**src/hdl/lha_pkg.sv**
```systemverilog
// Shared constants, codes and control types for the latency histogram block.
`default_nettype none

package lha_pkg;

  // Histogram geometry
  localparam int NUM_LEVELS     = 7;
  localparam int MAX_ORDER_SLOT = 10;
  localparam int NUM_SLOTS      = 13;
  localparam int TABLE_DEPTH    = NUM_LEVELS * NUM_SLOTS;
  localparam int ADDR_W         = $clog2(TABLE_DEPTH);
  localparam int LVL_W          = (NUM_LEVELS > 1) ? $clog2(NUM_LEVELS) : 1;

  // Field widths
  localparam int ACTION_W     = 3;
  localparam int STAMP_W      = 64;
  localparam int ORDER_W      = 5;
  localparam int READ_LEVEL_W = 3;
  localparam int READ_SLOT_W  = 4;
  localparam int SLOT_W       = READ_SLOT_W;
  localparam int DATA_W       = 64;
  localparam int THRESH_W     = 32;

  // Configuration port
  localparam int CFG_IDX_W  = 3;
  localparam int CFG_DATA_W = 32;
  localparam logic [CFG_IDX_W-1:0] CFG_ENABLE      = 3'd0;
  localparam logic [CFG_IDX_W-1:0] CFG_THRESH_BASE = 3'd1;

  // Threshold values after reset, in ns
  localparam logic [THRESH_W-1:0] THRESH_RESET [NUM_LEVELS] = '{
    32'd1000000, 32'd5000000, 32'd10000000, 32'd50000000,
    32'd100000000, 32'd500000000, 32'd1000000000
  };

  typedef enum logic [ACTION_W-1:0] {
    ACT_ALLOC_START = 3'd0,
    ACT_ALLOC_END   = 3'd1,
    ACT_FAULT_START = 3'd2,
    ACT_FAULT_END   = 3'd3,
    ACT_SPEC_START  = 3'd4,
    ACT_SPEC_END    = 3'd5,
    ACT_READ        = 3'd6
  } lha_action_t;

  typedef enum logic [2:0] {
    S_IDLE,
    S_DECODE,
    S_FETCH,
    S_UPDATE,
    S_RESPOND
  } lha_state_t;

  // Controller to datapath
  typedef struct packed {
    logic load_item;
    logic decode;
    logic fetch;
    logic update;
    logic load_out;
  } lha_cmd_t;

  // Datapath to controller
  typedef struct packed {
    logic is_read;
    logic record;
    logic out_free;
  } lha_sts_t;

endpackage

`default_nettype wire

```
**src/hdl/lha_ctrl.sv**
```systemverilog
// Sequencing state machine for the latency histogram block.
`default_nettype none

module lha_ctrl import lha_pkg::*; (
  input  logic     clk,
  input  logic     rst_n,
  input  logic     in_valid,
  output logic     in_ready,
  input  lha_sts_t sts,
  output lha_cmd_t cmd
);

  lha_state_t st_r;
  lha_state_t st_nxt;

  // Next state
  always_comb begin
    st_nxt = st_r;
    case (st_r)
      S_IDLE: begin
        if (in_valid) st_nxt = S_DECODE;
      end
      S_DECODE: begin
        if (sts.is_read || sts.record) st_nxt = S_FETCH;
        else st_nxt = S_IDLE;
      end
      S_FETCH: begin
        st_nxt = sts.is_read ? S_RESPOND : S_UPDATE;
      end
      S_UPDATE: begin
        st_nxt = S_IDLE;
      end
      S_RESPOND: begin
        if (sts.out_free) st_nxt = S_IDLE;
      end
      default: begin
        st_nxt = S_IDLE;
      end
    endcase
  end

  // State register
  always_ff @(posedge clk) begin
    if (!rst_n) st_r <= S_IDLE;
    else st_r <= st_nxt;
  end

  // Commands
  always_comb begin
    cmd      = '0;
    in_ready = 1'b0;
    case (st_r)
      S_IDLE: begin
        in_ready      = 1'b1;
        cmd.load_item = in_valid;
      end
      S_DECODE:  cmd.decode   = 1'b1;
      S_FETCH:   cmd.fetch    = 1'b1;
      S_UPDATE:  cmd.update   = 1'b1;
      S_RESPOND: cmd.load_out = sts.out_free;
      default: begin
        cmd      = '0;
        in_ready = 1'b0;
      end
    endcase
  end

`ifndef SYNTHESIS
  a_update_after_fetch: assert property (@(posedge clk) disable iff (!rst_n)
    (st_r == S_UPDATE) |-> ($past(st_r) == S_FETCH))
    else $error("table update without a preceding fetch");

  a_respond_after_fetch: assert property (@(posedge clk) disable iff (!rst_n)
    (st_r == S_RESPOND) |-> ($past(st_r) == S_FETCH || $past(st_r) == S_RESPOND))
    else $error("response without a preceding fetch");
`endif

endmodule

`default_nettype wire

```
**config.mk**
```make
export PLATFORM = sky130hd
export DESIGN_NAME = lha_ctrl
export DESIGN_NICKNAME = d
export VERILOG_FILES = /design/src/hdl/lha_pkg.sv /design/src/hdl/lha_ctrl.sv
export SDC_FILE = /design/constraint.sdc
export NUM_CORES = 1
export LEC_CHECK = 0
export ABC_AREA = 1
export ABC_CLOCK_PERIOD_IN_PS = 930
export BUFFER_PORTS_ARGS = -buffer_cell sky130_fd_sc_hd__clkbuf_2
export CAP_MARGIN = 5
export CORE_AREA = 2 2 39 41
export CTS_CLUSTER_SIZE = 10
export DETAILED_ROUTE_END_ITERATION = 10
export DIE_AREA = 0 0 41 43
export PLACE_DENSITY = 0.38
export SYNTH_ARGS = -nofsm -noshare
export SYNTH_HDL_FRONTEND = slang
export SYNTH_SLANG_ARGS = --single-unit
```
**constraint.sdc**
```tcl
create_clock -name clk -period 0.93 [get_ports clk]
set_clock_uncertainty 0.05 [all_clocks]
set_input_delay 0.093 -clock clk [delete_from_list [all_inputs] [get_ports clk]]
set_output_delay 0.093 -clock clk [all_outputs]
set_load 0.1 [all_outputs]
```
==> impl_metrics.json, run 1 <==
{
  "status": "finished, violations left",
  "violations": "negative setup slack",
  "cp_common_cell": "nor2_4",
  "critPathMaxStageDelay_ns": 0.39,
  "area_growth_pct": 198,
  "ys_warn_count": 0,
  "top_register": "st_r",
  "setup_tns_ns": -2.08,
  "detail_route.wl_per_cell_um": 8.39,
  "clockBufferDepth": 2,
  "dp.final_hpwl_um": 403,
  "p_clk_frac": 0.218,
  "num_rows": 14,
  "grt_pass1_vias": 246,
  "p_int_w": 0.000560,
  "setup_viol": 9,
  "syn_inst": 29,
  "peakVddDrop_mv": 0.814,
  "via_count": 268,
  "numCtsBuffers": 3,
  "crit_slowest_cell": "dfxtp_4",
  "switching_share": 0.458,
  "hold_path_class": "primary input to flop",
  "antenna_found_initial": 0,
  "pwr-share-seq": 0.172,
  "synth-seq-cells": 3,
  "cts.sinks": 3,
  "grt_max_degree": 8,
  "final_antenna_net_count": 0,
  "synth_top_cell_by_area": "dfxtp_1",
  "hold_viol_final": 0,
  "critPathArrivalTime_ns": 1.10,
  "die_area_mm2": 0.00176,
  "port_buffers": 11,
  "power_density_mw_per_mm2": 1870,
  "clkSlewWorstSetupHoldPaths_ns": 0.04,
  "fin_area_um2": 552,
  "fmax_mhz": 802,
  "place_area_um2": 432,
  "cp-end-kind": "output port",
  "num-nets-final": 58,
  "start_util": 0.134,
  "yosysSeqAreaShare": 0.324,
  "htreeDepth": 1,
  "first_pass_iters": 1,
  "diodes": 0,
  "syn-num-nets": 35,
  "period_share": 1.34,
  "rsz0062_at_grt": "yes",
  "cap_viol_max_count": 0,
  "die-width_um": 41,
  "timing.final.ws_setup_ns": -0.316,
  "synth_most_common_cell": "inv_1",
  "syn_area_per_cell_um2": 6.39,
  "post_synth_instance_area_um2": 185,
  "grt_pass1_wl_um": 959,
  "drive_gt1_frac": 0.804,
  "fin_crit_ns": 1.25,
  "p_leak_nw": 0.228,
  "core_area_mm2": 0.00138,
  "synth_common_cells": "inv_1 (6), nand3_1 (4), nor2_1 (4), dfxtp_1 (3)",
  "power_switching_w": 0.000474,
  "combPwrFrac": 0.610,
  "die_height_um": 43,
  "hold_path_startpoint": "rst_n",
  "clk_latency_ns": 0.23,
  "slew_violations": 0,
  "timing.hold.ws_ns": 0.0586,
  "reg2reg_from": "st_r[2]$_SDFFE_PN0P_",
  "reg.largest.list": "st_r: 3 flops",
  "routed_wl_um": 562,
  "worstSetupStartpoint": "st_r[2]$_SDFFE_PN0P_",
  "largest_reg_flops": 3,
  "tightestPinTransition_ns": 0.195,
  "critPathKind": "flop to output port",
  "synthFlopType": "dfxtp_1",
  "hold_buffers": 0,
  "cp_cell_sequence": "nor2_4 -> nand2_4 -> nor2_4 -> buf_12",
  "grt_usage": 0.0844,
  "clock-root-buffer": "clkbuf_4",
  "relSlewSlack": 0.869,
  "synth.distinct_cells": 13,
  "place_congestion": 0.723,
  "grt_overflow": 0,
  "drc": 0,
  "vias_per_cell": 4.00,
  "synthArstFlopShare": 0,
  "synthTopCellsByArea": "dfxtp_1 (32%), inv_1 (12%), nand3_1 (11%), nor2_1 (8.1%), a21oi_1 (5.4%)",
  "cts_tree": "yes",
  "crit_required_ns": 0.79,
  "start_kind": "flop",
  "synth_top_area_share": 0.324,
  "drt_iter0_markers": 0,
  "pin_count": 12,
  "synth_edf_count": 0,
  "cp_max_fo": 7
}
[power groups by stage]
stage | logic, W | registers (W) | clock network [W]
2_1_floorplan | 0.000347 | 0.000172 | 0
3_3_place_gp | 0.000526 | 0.000175 | 0
3_5_place_dp | 0.000523 | 0.000174 | 0
4_1_cts | 0.000607 | 0.000177 | 0.000240
5_1_grt | 0.000661 | 0.000181 | 0.000247
6_report | 0.000630 | 0.000178 | 0.000226
[final timing paths]
path / to / slack, ns / depth (start not counted)
max reg2reg: st_r[0]$_SDFFE_PN0P_ / -0.20 / 7
min: st_r[1]$_SDFFE_PN0P_ / 0.06 / 3
min reg2reg: st_r[1]$_SDFFE_PN0P_ / 0.53 / 2
max: cmd[4] / -0.32 / 4
[area by class of cell]
type | instances | area (um^2)
tap | 16 | 20.0
timing repair buffer | 18 | 205
sequential | 3 | 71.3
inverter | 7 | 42.5
multi-input combinational | 19 | 186
clock buffer | 4 | 26.3
fill | 139 | 832
[through the flow]
step           setup slack [ns]  utilization  total power, W  cells
2_1_floorplan            -0.648            -        0.000519     29
3_3_place_gp             -0.117        0.312        0.000701     58
3_5_place_dp             -0.124        0.312        0.000698     58
4_1_cts                  -0.323        0.382         0.00102     66
5_1_grt                  -0.359        0.399         0.00109     67
6_report                 -0.316        0.399         0.00103     67
[layout by cell type (no fill, tap or decap), types with 2 or more instances in the layout]
| cell type | count |
|---|---|
| buf_4 | 5 |
| nor2_4 | 3 |
| buf_12 | 6 |
| inv_1 | 4 |
| dfxtp_4 | 3 |
| nand3_2 | 4 |
| buf_6 | 2 |
| clkbuf_2 | 5 |
| nor3_4 | 3 |
| nand2_4 | 2 |
| clkbuf_4 | 3 |
[critical path: cells and delay by family, from the launching register on]
kind	cells	cell delay, ns
flip-flops	1	0.39
AND/OR/NAND/NOR	3	0.30
buffers and inverters	1	0.18
[logic make-up (layout without fill, tap and decap cells)]
logic type / after synthesis / in the layout / synth area share
AO/OA/AOI/OAI: 3 / 3 / 0.0946
buffers and inverters: 7 / 29 / 0.142
flip-flops: 3 / 3 / 0.324
AND/OR/NAND/NOR: 16 / 16 / 0.439
[timing repair]
action                                  CTS  global route
resized for setup                        10             5
pin swaps                                 7             3
buffers inserted                          5             3
endpoints found under the setup margin    9             9
[metal layers]
metal | global-route usage | part of all wire
met1 | 0.100 | 0.42
met2 | 0.109 | 0.54
met3 | 0.0314 | 0.041
met4 | 0.0800 | 0
met5 | 0 | 0
(Power assumes the default switching activity.)
==> run 2: changes to the inputs <==
CTS_BUF_LIST = sky130_fd_sc_hd__clkbuf_4 sky130_fd_sc_hd__clkbuf_8   (was not set)
PLACE_DENSITY = 0.44   (was 0.38)
==> run 2 against run 1 <==
  * Sequential power about the same
  * The run still ends with negative setup slack left
  * Combinational power down 12%
  * Die area stayed put
==> impl_metrics.json, run 2 (synthesized netlist as in run 1, its figures left out) <==
{
  "cts.sinks": 3,
  "diodes": 0,
  "tightestPinTransition_ns": 0.206,
  "hold_path_class": "primary input to flop",
  "pwr-share-seq": 0.180,
  "htreeDepth": 1,
  "worstHoldPathCells": 3,
  "clk_latency_ns": 0.23,
  "dp.final_hpwl_um": 406,
  "detail_route.wl_per_cell_um": 8.09,
  "cp_common_cell": "nor2_4",
  "top_register": "st_r",
  "fin_area_um2": 504,
  "cap_viol_max_count": 0,
  "critPathArrivalTime_ns": 1.09,
  "port_buffers": 11,
  "rrSetupSlack_ns": -0.13,
  "die_area_mm2": 0.00176,
  "grt_overflow": 0,
  "critPathKind": "flop to output port",
  "die_height_um": 43,
  "finalNonFillerCells": 64,
  "power_switching_w": 0.000445,
  "antenna_found_initial": 0,
  "drt_iter0_markers": 0,
  "cp-end-kind": "output port",
  "dp.cells": 59,
  "crit_required_ns": 0.79,
  "fill_cells": 146,
  "multi_input_area_um2": 161,
  "num_rows": 14,
  "hold_buffers": 0,
  "vias_per_cell": 3.94,
  "r2r_end": "st_r[0]$_SDFFE_PN0P_",
  "pin_count": 12,
  "reg2reg_from": "st_r[2]$_SDFFE_PN0P_",
  "via_count": 252,
  "setup_viol": 9,
  "rsz0062_at_grt": "yes",
  "num-nets-final": 55,
  "numCtsBuffers": 3,
  "grt_pass1_vias": 222,
  "routed_wl_um": 518,
  "largest_reg_flops": 3,
  "place_congestion": 0.743,
  "start_kind": "flop",
  "status": "finished, violations left",
  "reg.largest.list": "st_r: 3 flops",
  "seq_area_um2": 71.3,
  "switching_share": 0.451,
  "clkSlewWorstSetupHoldPaths_ns": 0.03,
  "start_util": 0.134,
  "critPathMaxStageDelay_ns": 0.38,
  "p_int_w": 0.000542,
  "relSlewSlack": 0.862,
  "core_area_mm2": 0.00138,
  "grt_usage": 0.0744,
  "final_antenna_net_count": 0,
  "die-width_um": 41,
  "utilization": 0.364,
  "period_share": 1.33,
  "drive_gt1_frac": 0.708,
  "slew_violations": 0,
  "power_density_mw_per_mm2": 1960,
  "grt_max_degree": 8,
  "fin_crit_ns": 1.23,
  "p_leak_nw": 0.206,
  "grt_pass1_wl_um": 869,
  "fmax_mhz": 810,
  "place_area_um2": 439,
  "crit_slowest_cell": "dfxtp_4",
  "r2r_cells": 6,
  "violations": "negative setup slack",
  "final_common_cell": "buf_12",
  "area_growth_pct": 172,
  "hold_viol_final": 0,
  "cp_cell_sequence": "nor2_4 -> nand2_4 -> nor2_4 -> buf_12",
  "cp_max_fo": 7,
  "cts_tree": "yes",
  "combPwrFrac": 0.565,
  "clockBufferDepth": 2,
  "clock-root-buffer": "clkbuf_4",
  "peakVddDrop_mv": 0.652,
  "drc": 0,
  "p_clk_frac": 0.255,
  "layout_common_cells": "buf_12 (6), clkbuf_2 (5), inv_1 (4), clkbuf_4 (4)",
  "timing.final.ws_setup_ns": -0.304,
  "first_pass_iters": 1,
  "hold_path_startpoint": "rst_n",
  "hold_path_end": "st_r[2]$_SDFFE_PN0P_"
}
==> run 2: critical path: cells and delay by family (launching register included) <==
kind,cells,cell delay (ns)
buf+inv,1,0.18
flops,1,0.38
simple gates,3,0.30
==> run 2: how the worst max path moves through the flow <==
stage / start / end / depth (start not counted)
detailed placement: st_r[2]$_SDFFE_PN0P_ / cmd[4] / 4
floorplan: st_r[1]$_SDFFE_PN0P_ / st_r[2]$_SDFFE_PN0P_ / 4
global placement: st_r[2]$_SDFFE_PN0P_ / cmd[4] / 4
CTS: st_r[2]$_SDFFE_PN0P_ / cmd[4] / 4
global route: st_r[2]$_SDFFE_PN0P_ / cmd[4] / 4
finish: st_r[2]$_SDFFE_PN0P_ / cmd[4] / 4
==> run 2: power groups by stage <==
stage	registers (W)	logic, W	clock network (W)
after floorplan	0.000172	0.000347	0
after global placement	0.000172	0.000533	0
after detailed placement	0.000173	0.000534	0
after CTS	0.000179	0.000552	0.000266
after global routing	0.000180	0.000581	0.000294
final	0.000178	0.000557	0.000251
==> run 2: layout make-up <==
type                            count  area share
Clock buffer                        4      0.0596
Inverter                            7      0.0844
Multi-Input combinational cell     19       0.320
Sequential cell                     3       0.141
Tap cell                           16      0.0397
Timing Repair Buffer               15       0.355
==> run 2: timing repair <==
| action | CTS | global route |
|---|---|---|
| cloned | 0 | 0 |
| pin swaps | 7 | 3 |
| resized for setup | 6 | 1 |
| endpoints found under the setup margin | 9 | 9 |
| setup buffers | 0 | 1 |
==> run 2: per-layer routing <==
metal	up-vias	GRT usage	routed length, um
li1	134	-	-
met3	0	0.0157	24
met5	-	0	0
met4	0	0.0800	0
met1	111	0.0968	210
met2	7	0.0906	283
==> run 2: through the flow <==
| stage | total power (W) | setup TNS, ns | hold WS, ns | setup WS, ns |
|---|---|---|---|---|
| finish | 0.000987 | -1.95 | 0.0695 | -0.304 |
| global route | 0.00106 | -2.47 | 0.0598 | -0.374 |
| CTS | 0.000997 | -1.95 | 0.0405 | -0.322 |
| detailed placement | 0.000707 | -0.559 | 0.288 | -0.123 |
| global placement | 0.000705 | -0.495 | 0.289 | -0.121 |
| floorplan | 0.000519 | -2.72 | 0.176 | -0.648 |
